## src/rtl/psbd_pkg.sv

```systemverilog
// ----------------------------------------------------------------------------
// psbd_pkg - shared definitions for the pot smoothing and button debounce block
// Widths, register indexes, reset values and the per-button status type.
// ----------------------------------------------------------------------------
`timescale 1ns / 1ps

package psbd_pkg;

    // Field widths
    localparam int ADC_W      = 12;
    localparam int POT_W      = 8;
    localparam int TIME_W     = 32;
    localparam int THRESH_W   = 8;
    localparam int DEBOUNCE_W = 16;
    localparam int NUM_BTN    = 3;

    // Smoothing: new = (old * 7 + raw) >> 3, computed in 11 bits
    localparam int SMOOTH_SHIFT = 3;
    localparam int SMOOTH_W     = POT_W + SMOOTH_SHIFT;

    // Stream payload widths (packed, padded to whole bytes)
    localparam int S_TDATA_W = 48;
    localparam int M_TDATA_W = 24;

    // Configuration port
    localparam int CFG_IDX_W  = 1;
    localparam int CFG_DATA_W = DEBOUNCE_W;

    localparam logic [CFG_IDX_W-1:0] CFG_POT_THRESHOLD = 1'd0;
    localparam logic [CFG_IDX_W-1:0] CFG_DEBOUNCE_MS   = 1'd1;

    localparam logic [THRESH_W-1:0]   THRESH_RESET   = 8'd2;
    localparam logic [DEBOUNCE_W-1:0] DEBOUNCE_RESET = 16'd30;

    // Status of one debounced button for the current item
    typedef struct packed {
        logic press;
        logic release_evt;
        logic level;
    } t_btn_status;

endpackage

```

## src/rtl/psbd_button.sv

```systemverilog
// ----------------------------------------------------------------------------
// psbd_button - debounce channel for one button
// Holds the debounced level and the time of the last accepted change; a new
// level is taken when it differs and the wrapped elapsed time exceeds the limit.
// ----------------------------------------------------------------------------
`timescale 1ns / 1ps

module psbd_button (
    input  logic                                i_clk,
    input  logic                                i_rst_n,
    input  logic                                i_advance,
    input  logic                                i_level,
    input  logic [psbd_pkg::TIME_W-1:0]         i_now_ms,
    input  logic [psbd_pkg::DEBOUNCE_W-1:0]     i_debounce_ms,
    output psbd_pkg::t_btn_status               o_status
);

    logic                          r_level;
    logic [psbd_pkg::TIME_W-1:0]   r_last_time;
    logic [psbd_pkg::TIME_W-1:0]   elapsed;
    logic                          accept;

    // Wrapped elapsed time since the last accepted change
    assign elapsed = i_now_ms - r_last_time;
    assign accept  = (i_level != r_level) &&
                     (elapsed > {{(psbd_pkg::TIME_W-psbd_pkg::DEBOUNCE_W){1'b0}}, i_debounce_ms});

    // Report events and the level after this item
    always_comb begin
        o_status.press       = accept && i_level;
        o_status.release_evt = accept && !i_level;
        o_status.level       = accept ? i_level : r_level;
    end

    // Take the new level when the item moves on
    always_ff @(posedge i_clk) begin
        if (!i_rst_n) begin
            r_level     <= 1'b0;
            r_last_time <= '0;
        end else if (i_advance && accept) begin
            r_level     <= i_level;
            r_last_time <= i_now_ms;
        end
    end

endmodule

```

## src/rtl/pot_smoothing_button_debounce.sv

```systemverilog
// ----------------------------------------------------------------------------
// pot_smoothing_button_debounce - pot smoothing and three-button debounce
// An item accepted at a clock edge loads the input register; it moves into the
// result register when that register is free or its result is being taken, and
// is then offered until taken. Throughput: one item per cycle while the output
// is taken; the input register lets the next item in while a result waits.
// Reset (synchronous, active low) clears the smoothed value, button levels and
// times, and loads the register defaults (threshold 2, debounce 30 ms).
// ----------------------------------------------------------------------------
`timescale 1ns / 1ps

module pot_smoothing_button_debounce (
    input  logic                                i_clk,
    input  logic                                i_rst_n,
    // Input items
    input  logic                                i_s_axis_tvalid,
    output logic                                o_s_axis_tready,
    // [11:0] adc_sample, [12] select_level, [13] back_level, [14] aux_level,
    // [46:15] now_ms, [47] zero
    input  logic [psbd_pkg::S_TDATA_W-1:0]      i_s_axis_tdata,
    // Result items
    output logic                                o_m_axis_tvalid,
    input  logic                                i_m_axis_tready,
    // [7:0] pot_value, [8] pot_changed, [11:9] press_events,
    // [14:12] release_events, [17:15] button_levels, [23:18] zero
    output logic [psbd_pkg::M_TDATA_W-1:0]      o_m_axis_tdata,
    // Configuration writes
    input  logic                                i_cfg_we,
    input  logic [psbd_pkg::CFG_IDX_W-1:0]      i_cfg_addr,
    input  logic [psbd_pkg::CFG_DATA_W-1:0]     i_cfg_wdata
);

    localparam int POT_W = psbd_pkg::POT_W;
    localparam int NB    = psbd_pkg::NUM_BTN;
    localparam int SW    = psbd_pkg::SMOOTH_W;

    // Configuration registers
    logic [psbd_pkg::THRESH_W-1:0]   r_threshold;
    logic [psbd_pkg::DEBOUNCE_W-1:0] r_debounce;

    // Input register
    logic                            r_in_vld;
    logic [POT_W-1:0]                r_in_raw;
    logic [NB-1:0]                   r_in_lvl;
    logic [psbd_pkg::TIME_W-1:0]     r_in_now;

    // Result register
    logic                            r_out_vld;
    logic [POT_W-1:0]                r_out_pot;
    logic                            r_out_changed;
    logic [NB-1:0]                   r_out_press;
    logic [NB-1:0]                   r_out_release;
    logic [NB-1:0]                   r_out_levels;

    // Smoothing state
    logic [POT_W-1:0]                r_pot;
    logic [POT_W-1:0]                n_pot;
    logic [SW-1:0]                   sum;
    logic [POT_W-1:0]                diff;
    logic                            changed;

    logic                            advance;
    psbd_pkg::t_btn_status           btn_status [NB];
    logic [NB-1:0]                   press;
    logic [NB-1:0]                   release_evt;
    logic [NB-1:0]                   levels;

    // Handshake: move the held item on when the result register is free
    assign advance         = r_in_vld && (!r_out_vld || i_m_axis_tready);
    assign o_s_axis_tready = !r_in_vld || advance;

    // Write configuration registers
    always_ff @(posedge i_clk) begin
        if (!i_rst_n) begin
            r_threshold <= psbd_pkg::THRESH_RESET;
            r_debounce  <= psbd_pkg::DEBOUNCE_RESET;
        end else if (i_cfg_we) begin
            case (i_cfg_addr)
                psbd_pkg::CFG_POT_THRESHOLD: r_threshold <= i_cfg_wdata[psbd_pkg::THRESH_W-1:0];
                psbd_pkg::CFG_DEBOUNCE_MS:   r_debounce  <= i_cfg_wdata;
                default: ;
            endcase
        end
    end

    // Capture the input item
    always_ff @(posedge i_clk) begin
        if (!i_rst_n) begin
            r_in_vld <= 1'b0;
        end else if (o_s_axis_tready) begin
            r_in_vld <= i_s_axis_tvalid;
        end
    end

    always_ff @(posedge i_clk) begin
        if (o_s_axis_tready && i_s_axis_tvalid) begin
            r_in_raw <= i_s_axis_tdata[psbd_pkg::ADC_W-1 -: POT_W];
            r_in_lvl <= i_s_axis_tdata[psbd_pkg::ADC_W +: NB];
            r_in_now <= i_s_axis_tdata[psbd_pkg::ADC_W+NB +: psbd_pkg::TIME_W];
        end
    end

    // Smooth: (old * 7 + raw) >> 3, with old * 7 as old * 8 - old
    always_comb begin
        sum   = {r_pot, {psbd_pkg::SMOOTH_SHIFT{1'b0}}} - {{psbd_pkg::SMOOTH_SHIFT{1'b0}}, r_pot}
              + {{psbd_pkg::SMOOTH_SHIFT{1'b0}}, r_in_raw};
        n_pot = sum[SW-1:psbd_pkg::SMOOTH_SHIFT];
        diff  = (n_pot >= r_pot) ? (n_pot - r_pot) : (r_pot - n_pot);
        changed = diff > r_threshold;
    end

    always_ff @(posedge i_clk) begin
        if (!i_rst_n) begin
            r_pot <= '0;
        end else if (advance) begin
            r_pot <= n_pot;
        end
    end

    // Debounce each button
    for (genvar g = 0; g < NB; g++) begin : g_btn
        psbd_button u_button (
            .i_clk         (i_clk),
            .i_rst_n       (i_rst_n),
            .i_advance     (advance),
            .i_level       (r_in_lvl[g]),
            .i_now_ms      (r_in_now),
            .i_debounce_ms (r_debounce),
            .o_status      (btn_status[g])
        );
        assign press[g]       = btn_status[g].press;
        assign release_evt[g] = btn_status[g].release_evt;
        assign levels[g]      = btn_status[g].level;
    end

    // Hold the result until taken
    always_ff @(posedge i_clk) begin
        if (!i_rst_n) begin
            r_out_vld <= 1'b0;
        end else if (advance) begin
            r_out_vld <= 1'b1;
        end else if (i_m_axis_tready) begin
            r_out_vld <= 1'b0;
        end
    end

    always_ff @(posedge i_clk) begin
        if (advance) begin
            r_out_pot     <= n_pot;
            r_out_changed <= changed;
            r_out_press   <= press;
            r_out_release <= release_evt;
            r_out_levels  <= levels;
        end
    end

    assign o_m_axis_tvalid = r_out_vld;
    assign o_m_axis_tdata  = {{(psbd_pkg::M_TDATA_W-POT_W-1-3*NB){1'b0}},
                              r_out_levels, r_out_release, r_out_press,
                              r_out_changed, r_out_pot};

endmodule
```

## config.mk

```make
export PLATFORM = sky130hd
export DESIGN_NAME = pot_smoothing_button_debounce
export DESIGN_NICKNAME = d
export VERILOG_FILES = /design/src/rtl/psbd_pkg.sv /design/src/rtl/psbd_button.sv /design/src/rtl/pot_smoothing_button_debounce.sv
export SDC_FILE = /design/constraint.sdc
export NUM_CORES = 1
export LEC_CHECK = 0
export BUFFER_PORTS_ARGS = -buffer_cell sky130_fd_sc_hd__buf_4
export CAP_MARGIN = 20
export CORE_MARGIN = 5
export CORE_UTILIZATION = 55
export CTS_BUF_LIST = sky130_fd_sc_hd__clkbuf_16
export CTS_CLUSTER_DIAMETER = 60
export DETAILED_ROUTE_END_ITERATION = 10
export GPL_TIMING_DRIVEN = 0
export PLACE_DENSITY = 0.77
export SLEW_MARGIN = 5
export SYNTH_ARGS = -nofsm -noshare
export SYNTH_HDL_FRONTEND = slang
export SYNTH_SLANG_ARGS = --single-unit
```

## constraint.sdc

```tcl
create_clock -name i_clk -period 6.5 [get_ports i_clk]
set_clock_uncertainty 0.2 [all_clocks]
set_input_delay 0.325 -clock i_clk [delete_from_list [all_inputs] [get_ports i_clk]]
set_output_delay 0.325 -clock i_clk [all_outputs]
set_load 0.01 [all_outputs]
```

# After elaboration in Yosys (flattened, before gate mapping)

Cells that the tools add are included.

Equal/unequal tests: 3
$lt $le $gt $ge: 5
Mux-type cells: 6
Add/sub/neg operators: 7
Reduce and logical (&&, ||, !) cells: 24
Bitwise logic cells: 1

Operators with widths:

| cell              | number |
|---|---|
| $gt 32x16->1      | 3 |
| $sub 32x32->32    | 3 |
| $sub 8x8->8       | 2 |
| $logic_and 1x1->1 | 14 |
| $add 11x8->11     | 1 |
| $sub 11x8->11     | 1 |
| $ge 8x8->1        | 1 |
| $gt 8x8->1        | 1 |
| $mux 8            | 1 |
| $logic_not 1->1   | 5 |
| $mux 1            | 5 |
| $reduce_and 2->1  | 2 |
| $ne 1x1->1        | 3 |
| $logic_or 1x1->1  | 2 |
| $reduce_bool 2->1 | 1 |
| $not 1->1         | 1 |

Word-level logic and storage cells: 65
Output and inout port bits: 26
Bits of input ports: 70
Register bits after elaboration: 194

# Depth between registers and ports, before layout

Gate-level depths: netlist of run 1.

Depth in word-level cells: 5
Gate-level depth with buffers: 27
Mapped depth without buffers: 26

# Modules after synthesis

Synthesis of run 1 repeated with hierarchy kept, for this count alone.

Cell total of the unflattened synthesis: 1954
Area total of the unflattened synthesis: 16389.5 µm²

Modules (own cells, without submodules):

| module                              | cells each | seq. area each (µm²) | area each (µm²) | instances |
|---|---|---|---|---|
| psbd_button (g_btn[1].u_button ...) | 533        | 660.6                | 4058.9          | 2 |
| pot_smoothing_button_debounce       | 387        | 2512.4               | 4485.6          | 1 |
| psbd_button (g_btn[0].u_button)     | 501        | 660.6                | 3786.1          | 1 |

# Worst setup path after synthesis of run 1

OpenSTA, ideal clock, no wires.

Path kind: register to register
Start: register r_pot[1]
End: register r_out_changed (data pin)
Setup slack: 0.977 ns
Cell stages (with the launch flop): 27
Period minus slack after synthesis: 5.523 ns
Arrival time: 5.061 ns
Library setup time: 0.262 ns
Buffers on the path: 2
Required time: 6.038 ns
Cells stage by stage: dfxtp_1 inv_1 fa_1 inv_1 ha_1 inv_1 o21bai_1 a21oi_1 o21bai_1 a211oi_1 o21bai_1 xnor2_1 xnor2_1 ha_1 buf_1 a21oi_1 and2_1 clkbuf_1 mux2i_1 a221o_1 a41oi_1 xnor2_1 ha_1 nand3_1 nor2_1 a211oi_1 a21oi_1

Word-level cells in the longest chain between the ends: 5
Elaborated cells between the ends (all ways): 7
Classes of those cells: add/sub: 4; order compare: 2; mux: 1

Ends and longest elaborated chain:

| what                                             | RTL line                             | source |
|---|---|---|
| start: declaration                               | pot_smoothing_button_debounce.sv:56  | `logic [POT_W-1:0] r_pot;` |
| start signal: assignment                         | pot_smoothing_button_debounce.sv:116 | `r_pot <= n_pot;` |
| $sub 11x8->11 *                                  | pot_smoothing_button_debounce.sv:105 | `sum = {r_pot, {psbd_pkg::SMOOTH_SHIFT{1'b0}}} - {{psbd_pkg::SMOOTH_SHIFT{1'b0}}, r_pot}` |
| $add 11x8->11 *                                  | pot_smoothing_button_debounce.sv:106 | `+ {{psbd_pkg::SMOOTH_SHIFT{1'b0}}, r_in_raw};` |
| net sum[10]                                      | pot_smoothing_button_debounce.sv:58  | `logic [SW-1:0] sum;` |
| $sub 8x8->8 / $ge 8x8->1 (equally long branches) | pot_smoothing_button_debounce.sv:108 | `diff = (n_pot >= r_pot) ? (n_pot - r_pot) : (r_pot - n_pot);` |
| $mux 8 *                                         | pot_smoothing_button_debounce.sv:108 |  |
| $gt 8x8->1 *                                     | pot_smoothing_button_debounce.sv:109 | `changed = diff > r_threshold;` |
| net changed                                      | pot_smoothing_button_debounce.sv:60  | `logic changed;` |
| end signal: assignment                           | pot_smoothing_button_debounce.sv:150 | `r_out_changed <= changed;` |
| end: declaration                                 | pot_smoothing_button_debounce.sv:50  | `logic r_out_changed;` |

Mark *: on every way through the listed nets, which the timed path passes. The rest lies on a longest branch.
A chain may end at the register's enable or synchronous reset.

# Worst setup path after layout of run 1

Start: register r_in_now[0] (netlist bit)
End: register g_btn[0].u_button.r_last_time[17] (netlist bit)

Word-level cells in the longest chain between the ends: 4

Ends and longest elaborated chain:

| what                     | RTL line                            | source |
|---|---|---|
| start: declaration       | pot_smoothing_button_debounce.sv:45 | `logic [psbd_pkg::TIME_W-1:0] r_in_now;` |
| start signal: assignment | pot_smoothing_button_debounce.sv:99 | `r_in_now <= i_s_axis_tdata[psbd_pkg::ADC_W+NB +: psbd_pkg::TIME_W];` |
| $sub 32x32->32           | psbd_button.sv:24                   | `assign elapsed = i_now_ms - r_last_time;` |
| $gt 32x16->1             | psbd_button.sv:26                   | `(elapsed > {{(psbd_pkg::TIME_W-psbd_pkg::DEBOUNCE_W){1'b0}}, i_debounce_ms});` |
| $logic_and 1x1->1        | psbd_button.sv:25                   | `assign accept = (i_level != r_level) &&` |
| $logic_and 1x1->1        | psbd_button.sv:40                   | `end else if (i_advance && accept) begin` |
| end signal: assignment   | psbd_button.sv:42                   | `r_last_time <= i_now_ms;` |
| end: declaration         | psbd_button.sv:19                   | `logic [psbd_pkg::TIME_W-1:0] r_last_time;` |

No other way between the ends.

==> results of run 1 <==
## timing repair
action                     4_1_cts  5_1_grt
hold buffers                    59        0
gates resized for setup          1       10
setup endpoints to repair        1       33
hold endpoints to repair        67        0
buffers inserted                 0        2
## area by class of cell
type,count,area (um^2),share of cell area
multi-input combinational,1378,9820,0.554
sequential,194,4500,0.253
timing repair buffer,147,1270,0.0716
inverter,175,657,0.0370
tap,378,473,0.0267
clock buffer,17,425,0.0240
buffer,86,417,0.0235
clock inverter,15,181,0.0102
## layer usage
layer	track usage	wire [um]	share of wire
met3	0.0318	2530	0.057
met4	0.0993	1330	0.030
met5	0	0	0
met2	0.477	21200	0.48
met1	0.364	19400	0.44
## cells in the final DEF, fill, tap and decap left out, types with 7 or more instances in the layout
cell type        n
o211ai_1        20
xor2_1          31
edfxtp_1        61
o31a_1           7
o21bai_1        12
and2_1           8
a21boi_0        29
clkbuf_16       17
clkbuf_1        65
o21a_1          22
o31ai_1          8
mux2i_1        113
nor2b_1         15
nand4_1         26
buf_4           93
nor3b_1         10
and3_1          12
o2111ai_1        7
fa_1            10
dlygate4sd3_1   59
nand2b_1        11
inv_1          174
a2111oi_0        7
xnor2_1         47
a31oi_1         15
nor4_1           9
a21o_1          32
nor3_1          21
o21ai_0         73
ha_1           174
a211oi_1        16
nand3_1         38
a21oi_1        122
nor2_1          73
nand2_1        284
dfxtp_1        132
or3_1            7
## final timing paths
path	endpoint	slack (ns)	cells after the start
worst min-delay path	o_m_axis_tvalid	0.02	3
worst max-delay path	g_btn[0].u_button.r_last_time[17]	0.16	21
worst min register to register	g_btn[1].u_button.r_last_time[17]	0.26	2
worst max register to register	g_btn[0].u_button.r_last_time[17]	0.16	21
## stage by stage
stage,utilization,hold WS [ns],cells,instance area [um^2]
floorplan,-,0.224,1833,15400
global placement,0.596,0.244,2294,16500
detailed placement,0.597,0.246,2297,16500
CTS,0.641,0.00982,2388,17700
global route,0.642,0.0136,2390,17700
finish,0.642,0.0169,2390,17700
## kinds of logic (layout without fill, tap and decap cells)
family / count (synthesis) / after routing / synth area share
AND/OR/NAND/NOR: 544 / 544 / 0.164
multiplexers: 119 / 119 / 0.0781
adder cells (fa/ha/maj): 184 / 184 / 0.155
XOR/XNOR: 78 / 78 / 0.0445
AO/OA/AOI/OAI: 447 / 447 / 0.195
other: 1 / 6 / 0.000244
flip-flops: 194 / 194 / 0.293
buffers and inverters: 261 / 440 / 0.0697
## power by group through the flow
stage / combinational, W / clock (W) / sequential, W
floorplan: 0.00318 / 0 / 0.00151
global placement: 0.00403 / 0 / 0.00152
detailed placement: 0.00418 / 0 / 0.00152
CTS: 0.00427 / 0.00112 / 0.00150
global route: 0.00485 / 0.00117 / 0.00151
finish: 0.00437 / 0.00110 / 0.00150
## state kept, by name, indices dropped and copies added, names as in the netlist
name	flops
g_btn.u_button.r_last_time	96
g_btn.u_button.r_level	3
o_m_axis_tvalid	1
r_debounce	16
r_in_lvl	3
r_in_now	32
r_in_raw	8
r_in_vld	1
r_out_changed	1
r_out_levels	3
r_out_pot	8
r_out_press	3
r_out_release	3
r_pot	8
r_threshold	8
## critical path, stage by stage, from the launching register on
cell and delay (ns):
edfxtp_1 0.41, inv_1 0.17, ha_1 0.19, inv_1 0.05
fa_1 0.40, a21o_1 0.19, a221o_1 0.37, a31o_1 0.28
a41o_1 0.29, xor2_1 0.16, ha_1 0.31, nand4_1 0.13
or4_1 0.62, nor2_1 0.17, o32a_1 0.24, o2111ai_1 0.11
or4_1 0.51, nor4_1 0.26, or4b_4 0.56, nand3_4 0.23
buf_12 0.18, mux2i_1 0.20
==> results.md, run 1 <==
* Yosys top cell by area: dfxtp_1
* Final Hold Fails at 0
* Pint at approximately 0.0038 W
* Setup TNS at 0 ns
* Nets at ~2300
* Via count at approximately 14000
* Status: completed
* Clk slew on worst S/H paths at 0.09 ns
* First-pass GRT wire length at ~70 mm
* Reg-to-reg critical path startpoint: r_in_now[0]
* Hold Crit Class: in2reg
* Post-synth EDFFs at 61
* TritonCTS buffer count at 17
* Maximum VDD drop at 0.000454 V
* Total routed wirelength at between 40 and 50 mm
* Worst setup EP type: register
* Post-synthesis cell type count at 85
* Switch Pwr at ~0.0032 W
* Top-count cell post-synth: nand2_1
* Crit share post-route at 0.975
* Num Clock Sinks at between 150 and 200
* Overall Global Routing Usage at 0.278
* Final Max Slew Viols at 0
* Clock latency on the worst-skew pair at around 0.46 ns
* Die span in y at between 150 and 200 um
* Gpl congestion at between 0.9 and 1
* Yosys warning count at 0
* Netlist Area Pre-Place at 0.0153 mm^2
* DR pass1 iterations at 7
* Async SR Flop Fraction at 0
* DRT iter0 DRCs at approximately 1000
* Relative slew slack at 0.403
* Max-cap violations at 0
* Max Clk Rate at ~160 MHz
* # setup viols final at 0
* Row count at around 60
* Area Overhead vs Synth at 15.7%
* Largest net degree at the start of global routing at 33
* Core area at 0.0276 mm^2
* H-tree Lvls at 4
* Switching share of total power at 0.453
* Final worst slack at around 0.16 ns
* Gate power share at 0.626
* Part of the Yosys area used for sequential elements at 0.293
* Share of layout cells above drive strength 1 at 0.0865
* Post-DP HPWL at approximately 35 mm
* HP Start: i_m_axis_tready
* Total power at 0.00697 W
* Least-Margin Pin Slew at ~0.89 ns
* Synth area leaders: dfxtp_1 17%, ha_1 14%, edfxtp_1 12%
* Number of global-route vias before repair at 13600
* Worst Path Max Fanout at 10
* Data required, critical path at around 6.7 ns
* P_leak at between 7 and 8 nW
* Clock buffer depth at 2
* Pwr/cell area at 393 mW/mm^2
* Yosys reg bits at between 150 and 200
* Critical Path Start Type: register
* CTS tree: built
* ANT cells at 0
* Setup CP Type: reg2reg
* Routed Antenna Nets at 0
* Initial antenna violation count at 0
* Crit path from: r_in_now[0]
* Main flop type after synthesis: dfxtp_1
* Post-Syn Instances at about 1800
* Routed length per instance at ~19 um
* Vias per cell at 5.85
* Fill count at roughly 2400
* Sequential fraction of design power at 0.216
* I/O Buffers at 83
* Minimum clock period at between 6 and 7 ns
* DIE AREA at 0.0313 mm^2
* Setup WS pre-CTS at -0.0148 ns
* Clock power frac at 0.158
* Clock root buffer: clkbuf_16
* Commonest cells post-synth: 284 x nand2_1, 175 x inv_1, 174 x ha_1
* Crit path arrival time at around 6.5 ns
* Synthesized area per cell at between 8 and 9 um^2
* Die Width at roughly 180 um
* Initial Utilization at 0.555
* DR DRC count at 0
* Top cell type's share of synthesized area at 0.174
* Num ports at between 90 and 100
* Gr ovfl total at 0
Note: power is estimated with default switching activity, not from simulation.
==> inputs of run 2 (changes only) <==
--- a/config.mk
+++ b/config.mk
@@ -5,15 +5,18 @@
 export SDC_FILE = /design/constraint.sdc
 export NUM_CORES = 1
 export LEC_CHECK = 0
+export ABC_CLOCK_PERIOD_IN_PS = 6500
 export BUFFER_PORTS_ARGS = -buffer_cell sky130_fd_sc_hd__buf_4
 export CAP_MARGIN = 20
 export CORE_MARGIN = 5
 export CORE_UTILIZATION = 55
 export CTS_BUF_LIST = sky130_fd_sc_hd__clkbuf_16
 export CTS_CLUSTER_DIAMETER = 60
+export CTS_CLUSTER_SIZE = 40
 export DETAILED_ROUTE_END_ITERATION = 10
 export GPL_TIMING_DRIVEN = 0
 export PLACE_DENSITY = 0.77
+export SETUP_SLACK_MARGIN = 0.2
 export SLEW_MARGIN = 5
 export SYNTH_ARGS = -nofsm -noshare
 export SYNTH_HDL_FRONTEND = slang
==> run 2 against run 1 <==
Net effect:
- clock power about the same
- core utilization rose by 0.24 points
- worst hold slack worse by 0.0010 ns
- final cell count increased by 0.17%
- non-clock buffer count is 4 higher
- combinational power up 1%
- die area unchanged
==> results.md, run 2 (synthesis gave the netlist of run 1 again) <==
* Switching share of total power at 0.454 (+0.00100)
* Nets at 2257 (+0.18%)
* Worst setup EP type: register
* Routed length per instance at 18.6 um (+0.17%)
* Hold Crit Class: in2reg
* Clock power frac at 0.157 (about the same)
* Switch Pwr at 0.00319 W (+0.98%)
* Max-cap violations at 0 (unchanged)
* H-tree Lvls at 4 (unchanged)
* Final Hold Fails at 0 (unchanged)
* Overall Global Routing Usage at 0.278 (unchanged)
* Pint at 0.00383 W (+0.57%)
* Total power at 0.00702 W (+0.76%)
* Crit-path most repeated cell: ha_1
* Sequential fraction of design power at 0.214 (-0.002)
* R2R depth at 20 (-4.8%)
* Crit path from: r_in_now[0]
* Number of global-route vias before repair at 13600 (unchanged)
* ANT cells at 0 (unchanged)
* DRT iter0 DRCs at 1028 (+3.9%)
* Area Overhead vs Synth at 16.1%
* Relative slew slack at 0.429 (+0.0263)
* Worst Path Max Fanout at 10 (unchanged)
* Largest regs: g_btn.u_button.r_last_time x96, r_in_now x32, r_debounce x16
* Reg-to-reg endpoint: g_btn[0].u_button.r_last_time[17]
* Clock root buffer: clkbuf_16
* Commonest non-fill, non-tap cell in the layout: nand2_1
* Unrepaired setup endpoints after global routing: no
* Top reg by flops: g_btn.u_button.r_last_time
* Row count at 61 (unchanged)
* Most frequent cells in the layout: 284 x nand2_1, 174 x ha_1, 173 x inv_1
* Max Clk Rate at 162 MHz (+2.7%)
* Num ports at 96 (unchanged)
* Reg-to-reg critical path startpoint: r_in_now[0]
* Finished Core Util at 0.645 (+0.00245)
* Gr ovfl total at 0 (unchanged)
* Crit path to: g_btn[0].u_button.r_last_time[17]
* Pwr/cell area at 394 mW/mm^2 (+0.37%)
* Critical Path Start Type: register
* Total routed wirelength at 44.6 mm (+0.34%)
* DIE AREA at 0.0313 mm^2 (unchanged)
* Placed Instance Area at 0.0165 mm^2 (unchanged)
* # setup viols final at 0 (unchanged)
* Clock latency on the worst-skew pair at 0.46 ns (about the same)
* DR DRC count at 0 (unchanged)
* Setup CP Type: reg2reg
* Gpl congestion at 0.951 (unchanged)
* Crit path arrival time at 6.36 ns (-0.16 ns)
* DR pass1 iterations at 7 (unchanged)
* Fin area at 0.0178 mm^2 (+0.38%)
* CTS tree: built
* Largest net degree at the start of global routing at 33 (unchanged)
* Hold Slack at 0.0159 ns (-0.00101 ns)
* Clock buffer depth at 2 (unchanged)
* Initial Utilization at 0.555 (unchanged)
* Initial antenna violation count at 0 (unchanged)
* Final Max Slew Viols at 0 (unchanged)
* Via count at 14100 (+0.63%)
* TritonCTS buffer count at 17 (unchanged)
* Die span in y at 177 um (unchanged)
* Clk slew on worst S/H paths at 0.09 ns (about the same)
* I/O Buffers at 83 (unchanged)
* R2R setup slack at 0.32 ns (+0.16 ns)
* Post-DP HPWL at 34.9 mm (unchanged)
* Crit share post-route at 0.950 (-0.0252)
* First-pass GRT wire length at 69.8 mm (unchanged)
* Maximum VDD drop at 0.000461 V (+1.5%)
* Routed Antenna Nets at 0 (unchanged)
* Crit-path slowest cell: or4_4
* Largest stage delay, worst path at 0.59 ns (-0.03 ns)
* Num Clock Sinks at 194 (unchanged)
* Core area at 0.0276 mm^2 (unchanged)
* Crit-path cells: inv_2, ha_1, inv_1, fa_1, a21o_1, a221o_1, a31o_1, a41o_1, xor2_1, ha_1, nand4_1, or4_4, o32ai_1, o2111ai_1, or4_1, nor4_2, or4b_4, nand3_4, buf_12, mux2i_1
* Die Width at 177 um (unchanged)
* Gate power share at 0.629 (+0.003)
* Share of layout cells above drive strength 1 at 0.0923 (+0.00578)
* Least-Margin Pin Slew at 0.856 ns (-0.0346 ns)
* Max reg flops at 96 (unchanged)
* P_leak at 7.14 nW (+0.40%)
* Data required, critical path at 6.68 ns (about the same)
* Status: completed
* Vias per cell at 5.87 (+0.46%)
* Minimum clock period at 6.18 ns (-0.164 ns)
[run 2: cell types whose count changed in the layout (fill, tap and decap cells not counted), sizes merged]
cell	delta
buf	+3
clkbuf	+1
[run 2: per-stage QoR]
stage          worst slack (ns)  cells  setup TNS [ns]
2_1_floorplan             0.977   1833               0
3_3_place_gp            -0.0115   2294         -0.0795
3_5_place_dp            -0.0148   2297         -0.0148
4_1_cts                   0.211   2388               0
5_1_grt                   0.156   2394               0
6_report                  0.323   2394               0
[run 2: cell type report]
| cell class | instances | area, um^2 |
|---|---|---|
| Timing Repair Buffer | 151 | 1300 |
| Fill cell | 2356 | 9820 |
| Sequential cell | 194 | 4500 |
| Tap cell | 378 | 473 |
| Multi-Input combinational cell | 1378 | 9860 |
| Buffer | 86 | 418 |
| Clock inverter | 15 | 181 |
| Clock buffer | 17 | 425 |
| Inverter | 175 | 657 |
[run 2: critical path, delay by kind of cell, from the launching register on]
kind / cells / cell delay, ns
simple gates: 6 / 2.25
compound gates: 6 / 1.61
fa+ha+maj: 3 / 0.88
flops: 1 / 0.42
buf+inv: 3 / 0.35
mux: 1 / 0.21
xor+xnor: 1 / 0.16
[run 2: timing repair]
action | in CTS | in global routing
pin swaps | 1 | 2
setup buffers | 0 | 6
hold buffers | 59 | 0
gates resized for setup | 2 | 18
setup endpoints to repair | 4 | 94
hold endpoints to repair | 67 | 0
[run 2: metal layers]
layer / up-vias / wire (um) / track usage
met4: 0 / 1370 / 0.0993
met2: 507 / 21200 / 0.477
met3: 92 / 2420 / 0.0318
li1: 6861 / - / -
met5: - / 0 / 0
met1: 6604 / 19700 / 0.364
[run 2: worst min-delay path by stage]
stage / cells after the start / start / slack [ns] / to
after CTS: 3 / i_cfg_wdata[15] / 0.01 / r_debounce[15]
after global placement: 2 / g_btn[1].u_button.r_last_time[23] / 0.24 / g_btn[1].u_button.r_last_time[23]
final: 3 / i_m_axis_tready / 0.02 / o_m_axis_tvalid
after floorplan: 0 / i_s_axis_tdata[12] / 0.22 / r_in_lvl[0]
after global routing: 3 / i_cfg_wdata[15] / 0.01 / r_debounce[15]
after detailed placement: 2 / g_btn[1].u_button.r_last_time[25] / 0.25 / g_btn[1].u_button.r_last_time[25]
[run 2: power by group through the flow]
stage	Combinational [W]	Clock, W	Sequential [W]
4_1_cts	0.00427	0.00112	0.00150
6_report	0.00442	0.00110	0.00150
5_1_grt	0.00489	0.00117	0.00151
3_3_place_gp	0.00403	0	0.00152
2_1_floorplan	0.00318	0	0.00151
3_5_place_dp	0.00418	0	0.00152
==> inputs of run 3 (changes only) <==
--- a/config.mk
+++ b/config.mk
@@ -5,6 +5,7 @@
 export SDC_FILE = /design/constraint.sdc
 export NUM_CORES = 1
 export LEC_CHECK = 0
+export ABC_AREA = 1
 export ABC_CLOCK_PERIOD_IN_PS = 6500
 export BUFFER_PORTS_ARGS = -buffer_cell sky130_fd_sc_hd__buf_4
 export CAP_MARGIN = 20
@@ -14,6 +15,7 @@
 export CTS_CLUSTER_DIAMETER = 60
 export CTS_CLUSTER_SIZE = 40
 export DETAILED_ROUTE_END_ITERATION = 10
+export GPL_ROUTABILITY_DRIVEN = 0
 export GPL_TIMING_DRIVEN = 0
 export PLACE_DENSITY = 0.77
 export SETUP_SLACK_MARGIN = 0.2
==> run 3 against run 2 <==
Net effect:
- core utilization fell by 1.1 points
- synthesized cell count rose by 51%
- total power decreased by 39%
- register-to-register slack improved by 0.67 ns
- design area up 13%
- clock-buffer cell count grew 2
- sequential power down 7%
- via count grew 25%
- fmax increased by 12%
- sequential cell count unchanged
- largest cell class unchanged
==> results.md, run 3 <==
* Row count at 65 (+6.6%)
* Synth area leaders: nand2_1 18%, dfxtp_1 15%, ha_1 12%
* I/O Buffers at 84 (+1.2%)
* Num ports at 96 (unchanged)
* Met2 usage at 0.474 (-0.00310)
* Data required, critical path at 6.52 ns (-0.16 ns)
* Die span in y at 190 um (+7.1%)
* Nets at 3188 (+41%)
* WHS Endpoint: r_threshold[7]
* Yosys top cell by area: nand2_1
* Routed Antenna Nets at 0 (unchanged)
* R2R setup slack at 1.0 ns (+0.67 ns)
* Max Clk Rate at 182 MHz (+12%)
* Vias per cell at 5.25 (-11%)
* ANT cells at 0 (unchanged)
* HP Start: i_cfg_wdata[7]
* Final Max Slew Viols at 0 (unchanged)
* DRT iter0 DRCs at 1500 (+46%)
* Crit path arrival time at 5.53 ns (-0.83 ns)
* Yosys warning count at 0 (unchanged)
* Maximum VDD drop at 0.000254 V (-45%)
* Core area at 0.0317 mm^2 (+15%)
* Commonest cells post-synth: 858 x nand2_1, 548 x inv_1, 212 x nand3_1
* R2R depth at 26 (+30%)
* Post-Syn Instances at 2763 (+51%)
* P_leak at 10.4 nW (+45%)
* Post-synthesis cell type count at 46 (-46%)
* H-tree Lvls at 4 (unchanged)
* Critical Path Start Type: register
* Overall Global Routing Usage at 0.283 (+0.00422)
* Pwr/cell area at 212 mW/mm^2 (-46%)
* Clock root buffer: clkbuf_16
* Most Used Layer, Global Route: met2
* Post-synth EDFFs at 61 (unchanged)
* Largest net degree at the start of global routing at 32 (-3.0%)
* Async SR Flop Fraction at 0 (unchanged)
* TritonCTS buffer count at 17 (unchanged)
* Clock latency on the worst-skew pair at 0.47 ns (about the same)
* DIE AREA at 0.0360 mm^2 (+15%)
* Status: completed
* Yosys reg bits at 194 (unchanged)
* Final Hold Fails at 0 (unchanged)
* Worst Path Max Fanout at 8 (-2)
* Area Overhead vs Synth at 13.3%
* Worst setup EP type: register
* Initial antenna violation count at 0 (unchanged)
* Number of global-route vias before repair at 16600 (+22%)
* Unrepaired setup endpoints after global routing: no
* # setup viols final at 0 (unchanged)
* Gr ovfl total at 0 (unchanged)
* Netlist Area Pre-Place at 0.0177 mm^2 (+16%)
* Die Width at 190 um (+7.1%)
* Num Clock Sinks at 194 (unchanged)
* Top-count cell post-synth: nand2_1
* Hold depth at 3 (unchanged)
* GRT met3 Usage at 0.0433 (+0.0115)
* Hold Crit Class: in2reg
* Most frequent cells in the layout: 858 x nand2_1, 550 x inv_1, 212 x nand3_1
* Setup TNS at 0 ns (unchanged)
* Met1 Usage GRT at 0.368 (+0.00387)
* Relative slew slack at 0.292 (-0.137)
* Total routed wirelength at 51.1 mm (+15%)
* Synthesized area per cell at 6.42 um^2 (-23%)
* CTS tree: built
* Post-DP HPWL at 41.0 mm (+18%)
* DR pass1 iterations at 7 (unchanged)
* Least-Margin Pin Slew at 1.06 ns (+0.202 ns)
* Fill count at 2833 (+20%)
* Clk slew on worst S/H paths at 0.08 ns (about the same)
* Initial Utilization at 0.559 (+0.00420)
* Via count at 17600 (+25%)
* Share of layout cells above drive strength 1 at 0.111 (+0.0184)
* Clock buffer depth at 2 (unchanged)
* Fin area at 0.0201 mm^2 (+13%)
* Max-cap violations at 0 (unchanged)
* Minimum clock period at 5.50 ns (-0.675 ns)
* Largest regs: g_btn.u_button.r_last_time x96, r_in_now x32, r_debounce x16
* Setup Buffers After CTS at 0 (unchanged)
* Placed Instance Area at 0.0189 mm^2 (+15%)
* Top cell type's share of synthesized area at 0.181 (+0.00794)
* Reg-to-reg endpoint: r_out_changed
* First-pass GRT wire length at 82.8 mm (+19%)
* Top reg by flops: g_btn.u_button.r_last_time
* Commonest non-fill, non-tap cell in the layout: nand2_1
* Reg-to-reg critical path startpoint: r_pot[1]
* DR DRC count at 0 (unchanged)
* Setup CP Type: reg2reg
* Main flop type after synthesis: dfxtp_1
* Max reg flops at 96 (unchanged)
* Crit share post-route at 0.846 (-0.104)
* Part of the Yosys area used for sequential elements at 0.253 (-0.0397)
* Routed length per instance at 15.3 um (-18%)
-- run 3: cell count changes after synthesis, sizes merged, moves of 29 or more --
cell,delta
a21o,-29
nand2,+648
xnor2,-43
a21boi,-30
nor2,+108
clkbuf,-36
inv,+393
a21oi,+88
mux2i,-111
nand3,+173
-- run 3: layout make-up --
type,count,area (um^2),share of cell area
repair buffers,147,1270,0.0632
clock buffers,19,475,0.0236
inverters,571,2140,0.107
plain buffers,56,388,0.0193
well taps,402,503,0.0250
clock inverters,13,96.3,0.00479
flip-flops and latches,194,4490,0.223
multi-input cells,1947,10700,0.534
-- run 3: worst max-delay path by stage --
stage	to	startpoint	cells after the start	slack, ns
floorplan	r_out_changed	r_pot[1]	26	1.73
CTS	r_out_changed	r_pot[1]	26	1.02
detailed placement	r_out_changed	r_pot[1]	26	1.04
global placement	r_out_changed	r_pot[1]	26	1.21
finish	r_out_changed	r_pot[1]	26	1.0
global route	r_out_changed	r_pot[1]	26	0.46
-- run 3: worst max-delay path: stages (launching register included) --
cell and delay (ns):
dfxtp_1 0.40, inv_1 0.16, fa_1 0.53, inv_1 0.05, ha_1 0.30, nand2_1 0.09, nand2_1 0.08, nand2_1 0.08
nand2_1 0.08, or2_2 0.27, nand2_1 0.10, inv_1 0.08, ha_1 0.37, a21oi_1 0.25, o21ai_0 0.16, o21ai_0 0.18
a21oi_1 0.09, o21ai_0 0.24, nand2_1 0.27, o21ai_0 0.27, xnor2_1 0.17, ha_1 0.28, a21oi_1 0.15, o21ai_0 0.11
a21oi_1 0.13, nand3b_1 0.11, a31oi_1 0.07
-- run 3: routing by layer --
layer / wire length, um / up-vias
li1: - / 8913
met2: 23300 / 628
met5: 0 / -
met1: 22300 / 7914
met3: 3600 / 121
met4: 1900 / 0
-- run 3: repair_timing --
item	CTS	global route
hold endpoints to repair	67	0
setup endpoints to repair	0	0
resized for setup	0	0
hold buffers	62	0
-- run 3: cells by family (layout without fill, tap and decap cells) --
logic type      Yosys count  in the layout  synth area share
mux                       5              5           0.00303
simple gates           1411           1411             0.342
compound gates          284            284            0.0965
buf+inv                 627            806             0.143
other cells               1              6          0.000211
flops                   194            194             0.253
fa+ha+maj               184            184             0.134
xor+xnor                 57             57            0.0281
-- run 3: stage by stage --
step | total power, W | std cells | utilization | setup slack [ns] | hold WS, ns
2_1_floorplan | 0.00272 | 2768 | - | 1.73 | 0.224
3_3_place_gp | 0.00309 | 3254 | 0.596 | 1.21 | 0.248
3_5_place_dp | 0.00317 | 3255 | 0.596 | 1.04 | 0.252
4_1_cts | 0.00425 | 3349 | 0.634 | 1.02 | 0.0151
5_1_grt | 0.00458 | 3349 | 0.634 | 0.460 | 0.0273
6_report | 0.00427 | 3349 | 0.634 | 0.998 | 0.0320
-- run 3: report_power, final --
part | internal (W) | switching [W] | leakage [nW]
clock | 0.000542 | 0.000519 | 0.293
sequential | 0.00133 | 0.0000684 | 1.67
combinational | 0.000709 | 0.00110 | 8.40
total | 0.00258 | 0.00168 | 10.4
